===== config.mk =====
export PLATFORM = sky130hd
export DESIGN_NAME = bc6h_single_region_block_encoder
export DESIGN_NICKNAME = d
export VERILOG_FILES = /design/src/sv/bc6h_pkg.sv /design/src/sv/bc6h_single_region_block_encoder.sv
export SDC_FILE = /design/constraint.sdc
export NUM_CORES = 2
export LEC_CHECK = 0
export ABC_CLOCK_PERIOD_IN_PS = 26900
export BUFFER_PORTS_ARGS = -buffer_cell sky130_fd_sc_hd__buf_2
export CAP_MARGIN = 10
export CELL_PAD_IN_SITES_DETAIL_PLACEMENT = 1
export CELL_PAD_IN_SITES_GLOBAL_PLACEMENT = 1
export CORE_MARGIN = 3
export CORE_UTILIZATION = 39
export CTS_CLUSTER_DIAMETER = 120
export DETAILED_ROUTE_END_ITERATION = 8
export PLACE_DENSITY_LB_ADDON = 0.25
export SYNTH_ARGS = -nofsm -noshare
export SYNTH_HDL_FRONTEND = slang
export SYNTH_SLANG_ARGS = --single-unit

===== constraint.sdc =====
create_clock -name clk -period 26.9 [get_ports clk]
set_input_delay 4.035 -clock clk [delete_from_list [all_inputs] [get_ports clk]]
set_output_delay 4.035 -clock clk [all_outputs]
set_load 0.005 [all_outputs]

===== src/sv/bc6h_pkg.sv =====
// Package for the BC6H single-region tile encoder.
// Widths, phase enum and small helpers; no dependencies.
package bc6h_pkg;
  localparam int TilePixels = 16;
  localparam int IdxW = $clog2(TilePixels);
  localparam int ChanW = 17;
  localparam int LumaW = 18;
  localparam logic [4:0] ModeBits = 5'd3;

  typedef enum logic [2:0] {
    ST_LOAD, ST_DIV, ST_IDX, ST_OUT0, ST_OUT1
  } state_t;

  function automatic logic [9:0] quant10(input logic [ChanW-1:0] v);
    logic [ChanW:0] s;
    s = {1'b0, v} + (ChanW+1)'(32);
    if (s[ChanW:6] > 12'd1023) return 10'd1023;
    return s[15:6];
  endfunction
endpackage


===== src/sv/bc6h_single_region_block_encoder.sv =====
// BC6H mode-11 single-region encoder, top level.
// Depends on bc6h_pkg.
// Pixels are taken one per cycle while busy is low. After pixel 16
// busy stays high through a 16-step restoring divide, then index
// mapping (16 luma store reads from a registered RAM), then two output words on
// consecutive cycles, lower word first; the receiver cannot stall them.
// Reset (rst_n low, synchronous) clears the pixel count, bounds and config.
module bc6h_single_region_block_encoder (
  input  logic        clk,
  input  logic        rst_n,
  input  logic        start,
  output logic        busy,
  input  logic [15:0] in_red,
  input  logic [15:0] in_green,
  input  logic [15:0] in_blue,
  input  logic        cfg_we,
  input  logic        cfg_wdata,
  output logic        out_strobe,
  output logic [63:0] out_block_word,
  output logic        out_last_word
);
  import bc6h_pkg::*;

  state_t st_r, st_nxt;
  logic cfg_r;
  logic [IdxW:0] cnt_r;
  logic [LumaW-1:0] min_r, max_r;
  logic [3*ChanW-1:0] lo_r, hi_r;
  logic swap_r;
  logic [LumaW-1:0] mid_r;
  // luma of pixel 0, kept for the swap decision
  logic [LumaW-2:0] luma0_r;
  // divider
  logic [LumaW-1:0] den_r, rem_r;
  logic [15:0] quo_r;
  logic [4:0] dstep_r;
  // index phase
  logic [IdxW:0] icnt_r;
  logic rd_vld_r;
  logic [IdxW-1:0] rd_idx_r;
  logic [62:0] idxbits_r;

  // luma memory
  logic [LumaW-2:0] luma_mem [TilePixels];
  logic [LumaW-2:0] rd_data_r;
  logic mem_we;
  logic [IdxW-1:0] mem_wa, mem_ra;
  logic [LumaW-2:0] mem_wd;

  logic accept;
  logic [ChanW-1:0] cr, cg, cb;
  logic [LumaW-1:0] y;
  logic first;

  assign accept = start && !busy;
  assign busy = (st_r != ST_LOAD);
  assign cr = cfg_r ? {in_red, 1'b0} : {1'b0, in_red};
  assign cg = cfg_r ? {in_green, 1'b0} : {1'b0, in_green};
  assign cb = cfg_r ? {in_blue, 1'b0} : {1'b0, in_blue};
  assign y = LumaW'(({2'b0, cr} + {1'b0, cg, 1'b0} + {2'b0, cb}) >> 2);
  assign first = (cnt_r == '0);

  assign mem_we = accept;
  assign mem_wa = cnt_r[IdxW-1:0];
  assign mem_wd = y[LumaW-2:0];
  assign mem_ra = icnt_r[IdxW-1:0];

  always_ff @(posedge clk) begin
    if (mem_we) luma_mem[mem_wa] <= mem_wd;
    rd_data_r <= luma_mem[mem_ra];
  end

  // mid and swap from final bounds (combinational on the last pixel)
  logic [LumaW-1:0] fmin, fmax;
  logic [LumaW:0] msum;
  logic [LumaW-1:0] fmid;
  assign fmin = (first || y < min_r) ? y : min_r;
  assign fmax = (first || y > max_r) ? y : max_r;
  assign msum = {1'b0, fmin} + {1'b0, fmax};
  assign fmid = msum[LumaW:1];

  always_comb begin
    st_nxt = st_r;
    case (st_r)
      ST_LOAD: if (accept && cnt_r == (IdxW+1)'(TilePixels-1)) st_nxt = ST_DIV;
      ST_DIV:  if (dstep_r == 5'd15) st_nxt = ST_IDX;
      ST_IDX:  if (rd_vld_r && rd_idx_r == IdxW'(TilePixels-1)) st_nxt = ST_OUT0;
      ST_OUT0: st_nxt = ST_OUT1;
      ST_OUT1: st_nxt = ST_LOAD;
      default: st_nxt = ST_LOAD;
    endcase
  end

  always_ff @(posedge clk) begin
    if (!rst_n) st_r <= ST_LOAD;
    else st_r <= st_nxt;
  end

  // index math on the registered read
  logic [LumaW-1:0] yr;
  logic signed [LumaW+1:0] dy;
  logic signed [LumaW+18:0] t;
  logic signed [LumaW+18:0] xs;
  logic [3:0] ix;
  always_comb begin
    yr = swap_r ? LumaW'(({1'b0, min_r} + {1'b0, max_r}) - {2'b0, rd_data_r})
                : {1'b0, rd_data_r};
    dy = $signed({2'b0, yr}) - $signed({2'b0, mid_r});
    t = (LumaW+19)'(dy) * $signed({3'b0, quo_r}) + (LumaW+19)'(65536);
    xs = (t >>> 12) - (LumaW+19)'(8);
    if (t < 0 || xs < 0) ix = 4'd0;
    else if (xs > 15) ix = 4'd15;
    else ix = xs[3:0];
  end

  logic [LumaW:0] rsh;
  assign rsh = {rem_r, quo_r[15]};
  always_ff @(posedge clk) begin
    if (!rst_n) begin
      cfg_r <= 1'b0;
      cnt_r <= '0;
      min_r <= '1;
      max_r <= '0;
      lo_r <= '0;
      hi_r <= '0;
      rd_vld_r <= 1'b0;
      icnt_r <= '0;
      dstep_r <= '0;
    end else begin
      if (cfg_we) cfg_r <= cfg_wdata;
      rd_vld_r <= 1'b0;
      case (st_r)
        ST_LOAD: if (accept) begin
          cnt_r <= cnt_r + 1'b1;
          min_r <= fmin;
          max_r <= fmax;
          if (first) luma0_r <= y[LumaW-2:0];
          if (first || y < min_r) lo_r <= {cb, cg, cr};
          if (first || y > max_r) hi_r <= {cb, cg, cr};
          if (cnt_r == (IdxW+1)'(TilePixels-1)) begin
            mid_r <= fmid;
            swap_r <= ({1'b0, luma0_r} >= fmid);
            den_r <= fmax - fmid + 1'b1;
            rem_r <= '0;
            quo_r <= 16'h8000;
            dstep_r <= '0;
            icnt_r <= '0;
          end
        end
        ST_DIV: begin
          // restoring divide, 32768 / den, one quotient bit a cycle
          if (rsh >= {1'b0, den_r}) begin
            rem_r <= LumaW'(rsh - {1'b0, den_r});
            quo_r <= {quo_r[14:0], 1'b1};
          end else begin
            rem_r <= rsh[LumaW-1:0];
            quo_r <= {quo_r[14:0], 1'b0};
          end
          dstep_r <= dstep_r + 1'b1;
          if (dstep_r == 5'd15 && swap_r) begin
            lo_r <= hi_r;
            hi_r <= lo_r;
          end
        end
        ST_IDX: begin
          if (!icnt_r[IdxW]) begin
            rd_vld_r <= 1'b1;
            rd_idx_r <= icnt_r[IdxW-1:0];
            icnt_r <= icnt_r + 1'b1;
          end
          if (rd_vld_r) begin
            if (rd_idx_r == '0) idxbits_r <= {idxbits_r[62:3], (ix > 4'd7) ? 3'd7 : ix[2:0]};
            else idxbits_r[4*rd_idx_r-1 +: 4] <= ix;
          end
        end
        ST_OUT1: begin
          cnt_r <= '0;
          min_r <= '1;
          max_r <= '0;
        end
        default: ;
      endcase
    end
  end

  // block assembly
  logic [127:0] blk;
  assign blk = {idxbits_r,
                quant10(hi_r[3*ChanW-1:2*ChanW]), quant10(hi_r[2*ChanW-1:ChanW]),
                quant10(hi_r[ChanW-1:0]),
                quant10(lo_r[3*ChanW-1:2*ChanW]), quant10(lo_r[2*ChanW-1:ChanW]),
                quant10(lo_r[ChanW-1:0]), ModeBits};
  assign out_strobe = (st_r == ST_OUT0) || (st_r == ST_OUT1);
  assign out_last_word = (st_r == ST_OUT1);
  assign out_block_word = out_last_word ? blk[127:64] : blk[63:0];

`ifndef ASSERT_OFF
  a_no_accept_busy: assert property (@(posedge clk) disable iff (!rst_n)
    busy |-> !accept) else $error("accept while busy");
  a_out_pair: assert property (@(posedge clk) disable iff (!rst_n)
    (st_r == ST_OUT0) |=> out_strobe && out_last_word) else $error("missing upper word");
  a_cnt_clear: assert property (@(posedge clk) disable iff (!rst_n)
    (st_r == ST_OUT1) |=> cnt_r == '0) else $error("count not cleared");
`endif
endmodule

======== Yosys cells after proc, flatten, opt, wreduce, memory -nomap -nowiden ========
Memories as Yosys holds them, arrays and structs flattened. A register that Yosys moved wholly into a read port is not among the register bits.
Index checks and enable logic that the tools add are counted.
word-level totals
  register bits after elaboration ......... 313
  RAM bits ................................ 272
  input port bits ......................... 53
  memories ................................ 1
memory list
  name      depth  width  read ports  clocked after Yosys merged registers in  write ports  RTL line                                source
  luma_mem  16     17     1           1                                        1            bc6h_single_region_block_encoder.sv:44  logic [LumaW-2:0] luma_mem [TilePixels];
operators by class
  $add $sub $neg .......................... 22
  multipliers ............................. 1
  magnitude comparators ................... 14
  equality and inequality tests ........... 16
  shifts and indexed selects .............. 2
  multiplexer cells ....................... 64
  bitwise gates (word level) .............. 2
  reduce and logical (&&, ||, !) cells .... 30
operators with widths
  operator                   number
  $mux W51                   6
  $pmux W51 S2               2
  $mux W18                   8
  $mux W10                   12
  $add A17 B6 Y18 const B    6
  $pmux W18 S2               3
  $gt A12 B10 Y1 const B     6
  $mux W64                   1
  $bwmux W63                 1
  $shift A4 B34 Y63 const A  1
  $shiftx A4 B34 Y63         1
  $mux W17                   3
  $add A36 B18 Y37 const B   1
  $lt A37 B1 Y1 const B      1
  $mul A19 B17 Y36           1
  $sub A18 B18 Y18           2
  $neg A32 Y34               1
  $mux W16                   2
  $pmux W16 S2               1
  $pmux W5 S2                3
  $reduce_and A4 Y1          7
  $gt A26 B5 Y1 const B      1
  $lt A26 B1 Y1 const B      1
  $sub A25 B5 Y26 const B    1
  36 further kinds           79

======== Depth between registers and ports, before layout ========
  word-level depth ........................ 13
  gate-level depth with buffers ........... 53
  mapped depth without buffers ............ 51

======== Least setup slack after synthesis ========
No wires, ideal clock.
  path kind ............................... in2reg
  start ................................... in in_blue[0]
  end ..................................... reg den_r[17] (data pin)
  setup time .............................. 0.259 ns
  data arrival time ....................... 14.744 ns
  required time ........................... 26.641 ns
  path slack .............................. 11.896 ns
  cell stages on the path ................. 39
  path buffers ............................ 2
  cell sequence ........................... mux2_2 fa_1 and4b_1 fa_1 a21o_1 a21oi_1 o21bai_1 a21oi_1 o21bai_1 and2_1 o31a_1 o41ai_1 o21ai_0 o311ai_0 ha_1 nand4_1 nor2_1 a2111oi_0 [3 not listed] mux2_2 ha_1 o21a_1 nor2_1 a21oi_1 o41ai_1 o21ai_0 o21ai_0 nor2b_1 xor2_1 ha_1 ha_1 and2_1 a311oi_1 o311ai_0 a21o_1 a21oi_1 xnor2_1
between the ends
  longest elaborated chain between the ends .. 8
  elaborated cells on any way between the ends .. 11
  classes of those cells .................. add/sub: 4; order compare: 2; mux: 3; reduce/logical: 2
ends and longest elaborated chain
  item                                                     RTL line                                                                        source
  start, declared                                          bc6h_single_region_block_encoder.sv:15                                          input logic [15:0] in_blue,
  $mux W17 *                                               bc6h_single_region_block_encoder.sv:59                                          assign cb = cfg_r ? {in_blue, 1'b0} : {1'b0, in_blue};
  $add A19 B17 Y19 *                                       bc6h_single_region_block_encoder.sv:60                                          assign y = LumaW'(({2'b0, cr} + {1'b0, cg, 1'b0} + {2'b0, cb}) >> 2);
  net mem_wd[15]                                           bc6h_single_region_block_encoder.sv:48                                          logic [LumaW-2:0] mem_wd;
  $lt A17 B18 Y1 / $gt A17 B18 Y1 (equally long branches)  bc6h_single_region_block_encoder.sv:77, bc6h_single_region_block_encoder.sv:78
  $logic_or A1 B1 Y1 (on tied branches)                    bc6h_single_region_block_encoder.sv:77, bc6h_single_region_block_encoder.sv:78
  $mux W18 (on tied branches)                              bc6h_single_region_block_encoder.sv:77, bc6h_single_region_block_encoder.sv:78
  $add A18 B18 Y19                                         bc6h_single_region_block_encoder.sv:79                                          assign msum = {1'b0, fmin} + {1'b0, fmax};
  $sub A18 B18 Y18 *                                       bc6h_single_region_block_encoder.sv:143                                         den_r <= fmax - fmid + 1'b1;
  $add A18 B1 Y18 *                                        bc6h_single_region_block_encoder.sv:143
  end signal, assigned                                     bc6h_single_region_block_encoder.sv:143
  end, declared                                            bc6h_single_region_block_encoder.sv:34                                          logic [LumaW-1:0] den_r, rem_r;
The timed path passes the listed nets; every way through them passes the cells marked *.
A chain may end at the register's enable or synchronous reset.

======== Worst setup path after layout ========
  start ................................... in in_blue[1]
  end ..................................... reg den_r[17] (data pin)
between the ends
  longest elaborated chain between the ends .. 8
  elaborated cells on any way between the ends .. 11
  classes of those cells .................. add/sub: 4; order compare: 2; mux: 3; reduce/logical: 2
ends and longest elaborated chain
  item                                                     RTL line                                                                        source
  $mux W17 *                                               bc6h_single_region_block_encoder.sv:59
  $add A19 B17 Y19 *                                       bc6h_single_region_block_encoder.sv:60
  net mem_wd[15]                                           bc6h_single_region_block_encoder.sv:48
  $lt A17 B18 Y1 / $gt A17 B18 Y1 (equally long branches)  bc6h_single_region_block_encoder.sv:77, bc6h_single_region_block_encoder.sv:78
  $logic_or A1 B1 Y1 (on tied branches)                    bc6h_single_region_block_encoder.sv:77, bc6h_single_region_block_encoder.sv:78
  $mux W18 (on tied branches)                              bc6h_single_region_block_encoder.sv:77, bc6h_single_region_block_encoder.sv:78
  $add A18 B18 Y19 *                                       bc6h_single_region_block_encoder.sv:79
  net msum[8]                                              bc6h_single_region_block_encoder.sv:75                                          logic [LumaW:0] msum;
  $sub A18 B18 Y18 *                                       bc6h_single_region_block_encoder.sv:143
  $add A18 B1 Y18 *                                        bc6h_single_region_block_encoder.sv:143
Marked as above.

==> results.md <==
* Rel. slew slack at around a quarter
* Post_cts resized at 0
* Num ports at 120
* Hold path depth at 1
* Max Freq at ~0.067 GHz
* Number of flops mapped to enable cells by yosys at between 400 and 500
* CTS Sinks at between 500 and 600
* Die footprint at between 0.1 and 0.15 mm2
* Outcome: finished clean
* Library cells used by synthesis at between 80 and 90
* Final worst setup slack at roughly 12 ns
* Synth async-reset ratio at 0%
* Crit path kind: primary input to register
* FILL cells at 12400
* HP Class: register to register
* Req. time, crit path at 27.27 ns
* Leading cell type in the layout, fill and taps excluded: inv_1
* Port Buffers at approximately 120
* Total Routing Usage GR at between 20% and 30%
* CTS Root Cell: clkbuf_16
* Ys flop type: edfxtp_1
* CP max stage delay at about 0.73 ns
* Seq/Total Area, Yosys at between 30% and 40%
* Routability congestion estimate from global placement at ~0.88
* Setup TNS at 0 ns
* RR Startpoint: max_r[0]$_SDFFE_PN0P_
* Layout area overhead at 11.3%
* YS warnings at 0
* Share of layout cells above drive strength 1 at approximately 12%
* RSZ-0062 raised after global routing: no
* Syn avg cell area at roughly 11 um2
* Worst slew pin tran at around 1.1 ns
* FF-to-FF setup slack at roughly 13 ns
* Final design utilization at 44.0%
* Largest net degree at the start of global routing at a little over 80
* WHS Endpoint: rd_vld_r$_SDFF_PN0_
* Layout Nets at between 4000 and 5000
* Critical path endpoint category: register
* CP startpoint: in_blue[1]
* Vias in the first global route at approximately 34000
* Core area at ~0.11 mm2
* CTS tree: done
* Fin crit share at between 50% and 60%
* Die height at between 300 and 400 um
* Final hold vios at 0
* Post-Syn Area at roughly 0.044 mm2
* Commonest cells after routing, fill and taps aside: 582 x inv_1, 427 x edfxtp_1, 351 x nand2_1
* Routed WL at approximately 130000 um
* Clock skew at 0.0975 ns
* CTS H-tree lvls at 3
* Setup crit start kind: primary input
* Postcts setup bufs at 0
* Hold Buf Count CTS at 0
* Drt pass-1 iters at 5
* Syn_nets at around 4900
* Slowest-stage cell, CP: a32o_1
* Detail Route Antenna Nets at 0
* Initial core utilization at between 30% and 40%
* R2R depth at 50
* Flops & latches, synth at ~570
* WL per Instance at 21.9 um
* Max-Cap Viols at 0
* Slew Limit Fails at 0
* Routed via count at roughly 31000
* Drt via density at about 5.4
* Total CTS buffers at 66
* Iter 0 DRT Violations at around 1900
* Pre-CTS WS at ~12 ns
* Final setup vio count at 0
* Overflow after GRT at 0
* Syn Inst Count at 4181
* Initial antenna violation count at 5
* Global-route wire length before repair at about 200000 um
* Maximum buffer depth of the clock tree at 3
* Standard-cell rows at ~120
* Hpwl dp at 94900 um
* Clock latency on the worst-skew pair at 0.66 ns
* Period minus WS final at ~15 ns
* Residual DRC count at 0
* Worst R2R End: idxbits_r[0]$_DFFE_PP_
* Die width at about 340 um
* Crit path arrival time at 15.29 ns
* Min-delay src: icnt_r[4]$_SDFFE_PN0P_
* Crit-path max FO at 23
* Clock transition at the registers of the reported paths at 0.06 ns
-- final cells by class --
type,count,area (um2),area share [%]
multi-input combinational,2853,25700,52.4
timing repair buffer,198,1190,2.42
clock buffer,80,1730,3.54
antenna,3,7.51,0.0153
inverter,583,2190,4.46
sequential,572,15700,32.1
clock inverter,42,597,1.22
tap,1488,1860,3.80
-- registers in the layout, summed over array words and instances (netlist names) --
register   count
swap_r         1
cfg_r          1
cnt_r          5
dstep_r        5
quo_r         16
luma0_r       17
hi_r          36
icnt_r         5
idxbits_r     63
rd_vld_r       1
max_r         18
min_r         18
lo_r          36
st_r           3
luma_mem     272
rd_data_r     17
mid_r         18
rd_idx_r       4
den_r         18
rem_r         18
-- logic make-up (layout without fill, tap and decap cells) --
kind of cell    Yosys count  count (layout)  share of synthesized area (%)
simple gates           1185            1185                           13.2
mux                     192             192                           6.97
fa+ha+maj               643             643                           24.1
xor+xnor                171             171                           3.40
flops                   572             572                           35.7
buf+inv                 756             903                           6.47
other cells               1               4                        0.00851
compound gates          661             661                           10.2
-- stage by stage --
| step | hold slack [ns] | area, um2 | std cells |
|---|---|---|---|
| after floorplan | 0.406 | 44100 | 4181 |
| after global placement | 0.465 | 46700 | 5694 |
| after detailed placement | 0.470 | 46700 | 5694 |
| after CTS | 0.480 | 49000 | 5816 |
| after global routing | 0.498 | 49000 | 5816 |
| final | 0.467 | 49000 | 5819 |
-- critical path: cells and delay by family --
family	cells	cell delay [ns]
compound gates	22	6.48
fa+ha+maj	6	2.26
simple gates	7	1.01
mux	2	0.71
buf+inv	3	0.51
xor+xnor	2	0.26
-- routing by layer --
| layer | global-route usage (%) | up-vias | part of all wire (%) |
|---|---|---|---|
| met4 | 4.85 | 0 | 2.0 |
| met3 | 2.84 | 126 | 4.4 |
| met1 | 29.4 | 16100 | 45 |
| li1 | - | 14500 | - |
| met2 | 38.0 | 569 | 49 |
| met5 | 0 | - | 0 |
-- cells in the mapped netlist, types with 46 or more instances --
| library cell | n | area, um2 |
|---|---|---|
| o211ai_1 | 78 | 586 |
| fa_1 | 342 | 6850 |
| ha_1 | 295 | 3690 |
| clkbuf_1 | 152 | 571 |
| inv_1 | 582 | 2180 |
| o21ai_0 | 104 | 521 |
| dfxtp_1 | 145 | 2900 |
| nand2b_1 | 75 | 469 |
| and3_1 | 80 | 500 |
| nand2_1 | 354 | 1330 |
| xnor2_1 | 127 | 1110 |
| edfxtp_1 | 427 | 12800 |
| nor2_1 | 267 | 1000 |
| nand3_1 | 47 | 235 |
| and2_1 | 175 | 1090 |
| a21o_1 | 46 | 345 |
| mux2_2 | 69 | 777 |
| a21oi_1 | 172 | 861 |
| mux4_2 | 85 | 1910 |
| a21boi_0 | 80 | 601 |
-- worst max path at each step --
| stage | endpoint | cells past startpoint |
|---|---|---|
| floorplan | den_r[17]$_DFFE_PP_ | 39 |
| finish | den_r[17]$_DFFE_PP_ | 42 |
| global placement | den_r[17]$_DFFE_PP_ | 42 |
| detailed placement | den_r[17]$_DFFE_PP_ | 46 |
| CTS | den_r[17]$_DFFE_PP_ | 46 |
| global route | den_r[17]$_DFFE_PP_ | 46 |
Power is not shown: default switching activity piles up to over one toggle a cycle in this logic, so the estimate is an artifact.
